## config.mk

```make
export PLATFORM = sky130hd
export DESIGN_NAME = sh128ar_ctrl
export DESIGN_NICKNAME = d
export VERILOG_FILES = /design/src/sv/sh128ar_pkg.sv /design/src/sv/sh128ar_ctrl.sv
export VERILOG_INCLUDE_DIRS = /design/src /design/src/sv
export SDC_FILE = /design/constraint.sdc
export NUM_CORES = 1
export LEC_CHECK = 0
export BUFFER_PORTS_ARGS = -buffer_cell sky130_fd_sc_hd__buf_2
export CAP_MARGIN = 15
export CORE_MARGIN = 1.5
export CORE_UTILIZATION = 49
export DETAILED_ROUTE_END_ITERATION = 8
export PLACE_DENSITY = 0.82
export SYNTH_ARGS = -nofsm -noshare
export SYNTH_HDL_FRONTEND = slang
export SYNTH_SLANG_ARGS = --single-unit
```

## constraint.sdc

```tcl
create_clock -name clk -period 2 [get_ports clk]
set_input_delay 0.3 -clock clk [delete_from_list [all_inputs] [get_ports clk]]
set_output_delay 0.3 -clock clk [all_outputs]
set_load 0.005 [all_outputs]
```

## src/sv/seeded_hash128_add_rotate_unit_assert.svh

```systemverilog
// Assertion macros shared by the hash unit.
`ifndef SEEDED_HASH128_ADD_ROTATE_UNIT_ASSERT_SVH
`define SEEDED_HASH128_ADD_ROTATE_UNIT_ASSERT_SVH

// Check that the consequent holds in the same cycle as the antecedent.
`define SH128AR_ASSERT_SAME(lbl, ante, cons, msg) \
	lbl: assert property (@(posedge clk) disable iff (!arst_n) (ante) |-> (cons)) \
		else $error(msg);

// Check that the consequent holds in the cycle after the antecedent.
`define SH128AR_ASSERT_NEXT(lbl, ante, cons, msg) \
	lbl: assert property (@(posedge clk) disable iff (!arst_n) (ante) |=> (cons)) \
		else $error(msg);

`endif

```

## src/sv/sh128ar_pkg.sv

```systemverilog
package sh128ar_pkg;

	localparam logic [63:0] PRIME_0 = 64'h9E3779B185EBCA87;
	localparam logic [63:0] PRIME_1 = 64'hC2B2AE3D27D4EB4F;
	localparam logic [63:0] PRIME_2 = 64'h165667B19E3779F9;
	localparam logic [63:0] PRIME_3 = 64'h85EBCA77C2B2AE63;
	localparam logic [63:0] PRIME_4 = 64'h27D4EB2F165667C5;

	localparam int unsigned ROT_MIX   = 41;
	localparam int unsigned ROT_CROSS = 17;
	localparam int unsigned ROT_LANE  = 32;

	localparam logic [1:0] LANE_A = 2'd0;
	localparam logic [1:0] LANE_B = 2'd1;
	localparam logic [1:0] LANE_C = 2'd2;
	localparam logic [1:0] LANE_D = 2'd3;

	// Operand selection for the shared multiplier.
	typedef enum logic [1:0] {
		MUL_WORD,
		MUL_LO,
		MUL_HI
	} mul_op_t;

	typedef struct packed {
		logic    load;
		logic    mul_start;
		mul_op_t mul_op;
		logic    apply_word;
		logic    apply_part;
		logic    xrot;
		logic    save_lo;
		logic    emit;
	} dp_cmd_t;

	typedef struct packed {
		logic bl_zero;
		logic is_part;
		logic last_word;
		logic mul_done;
		logic out_free;
	} dp_status_t;

	function automatic logic [63:0] rotr64(input logic [63:0] v, input int unsigned s);
		return (v >> s) | (v << (64 - s));
	endfunction

	function automatic logic [63:0] mix41(input logic [63:0] v);
		return v ^ rotr64(v, ROT_MIX);
	endfunction

	function automatic logic [63:0] stripe_prime(input logic [1:0] idx);
		logic [63:0] p;
		unique case (idx)
			LANE_A: p = PRIME_0;
			LANE_B: p = PRIME_1;
			LANE_C: p = PRIME_2;
			default: p = PRIME_3;
		endcase
		return p;
	endfunction

endpackage

```

## src/sv/sh128ar_ctrl.sv

```systemverilog
`include "seeded_hash128_add_rotate_unit_assert.svh"

module sh128ar_ctrl import sh128ar_pkg::*; (
	input  logic       clk,
	input  logic       arst_n,
	input  logic       in_valid,
	output logic       in_ready,
	input  dp_status_t status,
	output dp_cmd_t    cmd
);

	typedef enum logic [7:0] {
		ST_IDLE   = 8'b0000_0001,
		ST_DECIDE = 8'b0000_0010,
		ST_MULW   = 8'b0000_0100,
		ST_FIN    = 8'b0000_1000,
		ST_MIXA   = 8'b0001_0000,
		ST_WAITA  = 8'b0010_0000,
		ST_MIXB   = 8'b0100_0000,
		ST_WAITB  = 8'b1000_0000
	} state_t;

	state_t state_q, state_d;

	always_comb begin
		state_d = state_q;
		cmd     = '0;
		cmd.mul_op = MUL_WORD;
		unique case (state_q)
			ST_IDLE: begin
				if (in_valid) begin
					cmd.load = 1'b1;
					state_d  = ST_DECIDE;
				end
			end
			ST_DECIDE: begin
				if (status.bl_zero) begin
					state_d = ST_FIN;
				end else if (status.is_part) begin
					cmd.apply_part = 1'b1;
					state_d        = ST_FIN;
				end else begin
					cmd.mul_start = 1'b1;
					state_d       = ST_MULW;
				end
			end
			ST_MULW: begin
				if (status.mul_done) begin
					cmd.apply_word = 1'b1;
					state_d        = status.last_word ? ST_FIN : ST_IDLE;
				end
			end
			ST_FIN: begin
				cmd.xrot = 1'b1;
				state_d  = ST_MIXA;
			end
			ST_MIXA: begin
				cmd.mul_start = 1'b1;
				cmd.mul_op    = MUL_LO;
				state_d       = ST_WAITA;
			end
			ST_WAITA: begin
				if (status.mul_done) begin
					cmd.save_lo = 1'b1;
					state_d     = ST_MIXB;
				end
			end
			ST_MIXB: begin
				cmd.mul_start = 1'b1;
				cmd.mul_op    = MUL_HI;
				state_d       = ST_WAITB;
			end
			ST_WAITB: begin
				if (status.mul_done && status.out_free) begin
					cmd.emit = 1'b1;
					state_d  = ST_IDLE;
				end
			end
			default: begin
				state_d = ST_IDLE;
			end
		endcase
	end

	always_ff @(posedge clk or negedge arst_n) begin
		if (!arst_n) begin
			state_q <= ST_IDLE;
		end else begin
			state_q <= state_d;
		end
	end

	assign in_ready = (state_q == ST_IDLE);

	`SH128AR_ASSERT_SAME(a_emit_free, cmd.emit, status.out_free && status.mul_done,
		"result loaded while output register busy or product not ready")
	`SH128AR_ASSERT_NEXT(a_start_clears_done, cmd.mul_start, !status.mul_done,
		"multiplier reports done right after a start")
	`SH128AR_ASSERT_SAME(a_apply_after_mul, cmd.apply_word, status.mul_done && !cmd.apply_part,
		"word applied without a finished product")
	`SH128AR_ASSERT_NEXT(a_load_decide, cmd.load, !in_ready,
		"input taken while a previous transaction is still in progress")

endmodule
```

## After elaboration in Yosys (flattened, before gate mapping)

Cells that the tools add are included.

| word-level totals | value |
|---|---|
| register bits | 8 |
| output and inout bits | 10 |
| logic and storage cells | 39 |

| operators by class | value |
|---|---|
| eq/ne operators | 12 |
| mux-type cells | 23 |
| reductions and logical operators | 3 |

Operators by type and width:

| operator | number |
|---|---|
| 8-bit one-hot mux with 8 select lines | 1 |
| 8-bit two-way mux | 5 |
| 1-bit two-way mux | 13 |
| 8-bit by 1-bit == test with 1-bit output (second input constant) | 1 |
| 8-bit by 2-bit == test with 1-bit output (second input constant) | 1 |
| 8-bit by 3-bit == test with 1-bit output (second input constant) | 1 |
| 8-bit by 4-bit == test with 1-bit output (second input constant) | 1 |
| 8-bit by 5-bit == test with 1-bit output (second input constant) | 1 |
| 8-bit by 6-bit == test with 1-bit output (second input constant) | 1 |
| 8-bit by 7-bit == test with 1-bit output (second input constant) | 1 |
| 8-bit == test (second input constant) | 1 |
| 4-bit two-way mux | 2 |
| 2-bit inequality test (second input constant) | 4 |
| 2-bit one-hot mux with 2 select lines | 1 |
| 4-bit AND reduction | 1 |
| 1-bit one-hot mux with 2 select lines | 1 |
| 2-bit OR reduction | 1 |
| 1-bit logical AND | 1 |

## Depth between registers and ports, before layout

| logic depth | value |
|---|---|
| depth after elaboration | 3 |
| depth in mapped cells | 6 |
| depth with buffers taken out | 5 |

## Worst setup path before layout

Ideal clock, no wire load.

| timing | value |
|---|---|
| path kind | reg2out |
| from | reg state_q[2] |
| to | out cmd[8] in the netlist's numbering |
| arrival time | 1.383 ns |
| slack | 0.317 ns |
| cell stages (with the launch flop) | 6 |
| path buffers | 1 |
| cells stage by stage | dfrtp_1 > buf_6 > nor4_4 > nand2_2 > nor3b_1 > and2_1 |

RTL lines:

| item | RTL line | RTL |
|---|---|---|
| start: declaration | sh128ar_ctrl.sv:23 | `state_t state_q, state_d;` |
| start signal: assignment | sh128ar_ctrl.sv:89 | `state_q <= state_d;` |
| end: declaration | sh128ar_ctrl.sv:9 | `output dp_cmd_t cmd` |

==> run summary <==
Post-synth top cells -> 12 x nand2_1, 11 x nor2_1, 7 x dfrtp_1, 6 x o21ai_0
Dominant cell type by area after synthesis -> dfrtp_1
Via Count -> 688
Max Fclk -> 508.5 MHz
Final Wtd Congestion -> 0.8975
Worst Path Max Fanout -> 5
CP startpoint kind -> flop
Post-DP HPWL -> 1255 um
H-tree depth -> 1
Clock sinks -> 8
CP Class -> reg -> out
Pwr Total -> 0.8024 mW
Die W -> 39.19 um
Worst Tran Pin Value -> 0.3831 ns
Placement Rows -> 12
Number of global-route vias before repair -> 595
Kind of cell adding the most delay to the critical path -> simple AND/OR/NAND/NOR gates
Async S/R FF share, synth -> 1.000
Avg WL per Cell -> 14.39 um
Post-layout minimum cycle time -> 1.967 ns
HP Class -> in -> reg
Synthesized Nets -> 91
Vias/cell -> 5.782
Unrepaired setup endpoints after global routing -> true
Top reg by flops -> state_q
Hold Path Sink -> state_q[1]
First-pass GRT wire length -> 2635 um
Initial DRT Pass Iterations -> 4
Cells along the critical path -> nor3_1 > nand2_1 > nor4b_2 > buf_2
Fin cells -> 119
Register area share after synthesis -> 0.3138
Arr. time, crit path -> 1.67 ns
Layout cells sized above 1 -> 0.3429
Pins Over Slew Limit -> 0
Most numerous cell in the Yosys netlist -> nand2_1
Crit. path cell count -> 4
Routed Antenna Nets -> 0
Total wire length -> 1713 um
Hold_sp -> in_valid
Initial antenna violation count -> 0
Total track usage -> 0.2656
Slew headroom -> 0.7437
Worst-path clk slew -> 0.05 ns
Clock Latency Late Sink -> 0.27 ns
Worst r2r src -> state_q[4]
Placed insts -> 113
Required time worst endpoint -> 1.70 ns
Syn Area/Cell -> 7.733 sq um
GRT overflow -> 0
Hold depth -> 2
I/O Buffers -> 17
Number of flops mapped to enable cells by yosys -> 0
# nets final -> 114
LEAKAGE -> 0.4069 nW
Part of the power in registers -> 0.308
P&R area growth vs syn -> 26.90%
Worst path slowest cell -> dfrtp_1
PD cells -> 985.1 nW/um^2
IR drop worst, VDD -> 0.6087 mV
DRC -> 0
Biggest registers after layout -> state_q x8
CTS buffer count -> 3
Max-cap viol count -> 0
Full die area -> 1536 sq um
Syn. warnings -> 0
Status -> finished clean
Psw -> 0.3313 mW
Initial DRC Count -> 28
Final setup violation count -> 0
Diode count -> 0
Critical path's largest stage delay -> 0.42 ns
PnR worst setup slack -> 0.03335 ns
Ports -> 18
Most used DFF post-synth -> dfrtp_1
Reg-to-reg endpoint -> state_q[5]
Post-Syn Area -> 641.9 sq um
Sw frac -> 0.4129
CP endpoint kind -> output pin
R2R Setup Slk -> 0.32 ns
Clock Tree Buf Depth -> 2
Die span in y -> 39.19 um
Clock Power Share -> 0.177
Placement Setup Slack -> 0.1598 ns
Worst r2r path cells -> 6
Max reg flops -> 8
Logic gate share of total power -> 0.515
Largest net degree at the start of global routing -> 11
CTS Root Cell -> clkbuf_4
Pint -> 0.4710 mW
WP buf/inv -> 1
Mapped Cells -> 83
Period utilization -> 0.9833
Final Util -> 0.7045
Starting Density -> 0.5552
Register bit total from synthesis -> 8
Post-synth top area share -> 0.2729
Core Region -> 1156 sq um
Final Skew -> 0.009550 ns
Synth unique cells -> 32
Final Hold Vio Count -> 0
Ranking of synthesized cells by area -> dfrtp_1 27%, nand2_1 7.0%, nor2_1 6.4%, o21ai_0 4.7%, dfstp_2 4.1%
TritonCTS clock tree -> built
-- how the worst max path moves through the flow --
stage | slack, ns | from | endpoint
after floorplan | 0.32 | state_q[2] | cmd[8]
after global placement | 0.24 | state_q[3] | cmd[7]
after detailed placement | 0.16 | state_q[3] | cmd[7]
after CTS | -0.002 | state_q[5] | cmd[8]
after global routing | -0.06 | state_q[5] | cmd[7]
final | 0.03 | state_q[7] | cmd[5]
-- layer usage --
| layer | part of all wire | up-vias | track usage |
|---|---|---|---|
| met5 | 0 | - | 0 |
| met2 | 0.48 | 41 | 0.4417 |
| li1 | - | 333 | - |
| met1 | 0.42 | 306 | 0.3251 |
| met3 | 0.083 | 8 | 0.06936 |
| met4 | 0.020 | 0 | 0.09483 |
-- power groups by stage --
stage,registers (mW),logic (mW),clock network [mW]
floorplan,0.213,0.305,0
global placement,0.245,0.370,0
detailed placement,0.246,0.374,0
CTS,0.245,0.396,0.145
global route,0.254,0.460,0.155
finish,0.247,0.413,0.142
-- metrics by stage --
stage | setup TNS (ns) | cell area (sq um) | hold slack [ns]
after floorplan | 0 | 641.9 | 0.004409
after global placement | 0 | 745.7 | 0.1565
after detailed placement | 0 | 745.7 | 0.1563
after CTS | -0.002399 | 800.8 | 0.2895
after global routing | -0.1582 | 814.5 | 0.2888
final | 0 | 814.5 | 0.2938
-- repair_timing --
item                       4_1_cts  5_1_grt
pin swaps                        1        1
setup buffers                    1        0
setup endpoints to repair        4        7
hold endpoints to repair         7        0
hold buffers                     1        0
resized for setup                2        4
-- layout make-up --
cell class / instances / area [sq um]
clock buffers: 4 / 26.28
repair buffers: 24 / 140.1
well taps: 14 / 17.52
fillers: 90 / 341.6
multi-input cells: 69 / 427.9
flip-flops and latches: 8 / 202.7
-- placed cells by master (no fill, tap or decap), drive strengths merged --
cell type / instances
nor3: 4
dlygate4sd3: 1
dfstp: 1
dfrtp: 7
or2b: 1
nand4: 1
nor2b: 2
nand4b: 1
a21boi: 1
a22oi: 1
or3: 1
nor3b: 3
nor4: 3
nand2: 13
buf: 23
and4: 1
and2: 3
xnor2: 1
nor4b: 3
a21oi: 3
nand2b: 2
xor2: 2
and3: 2
a21o: 1
o21ai: 7
nor2: 11
clkbuf: 4
nand3: 2
-- kinds of logic after synthesis --
kind of cell              share of synthesized area
xor gates and xnor gates                    0.04094
DFF                                          0.3139
and+or+nand+nor                              0.4756
AOI/OAI and AO/OA                            0.1131
buffers and inverters                       0.05652
(Power assumes the default switching activity.)
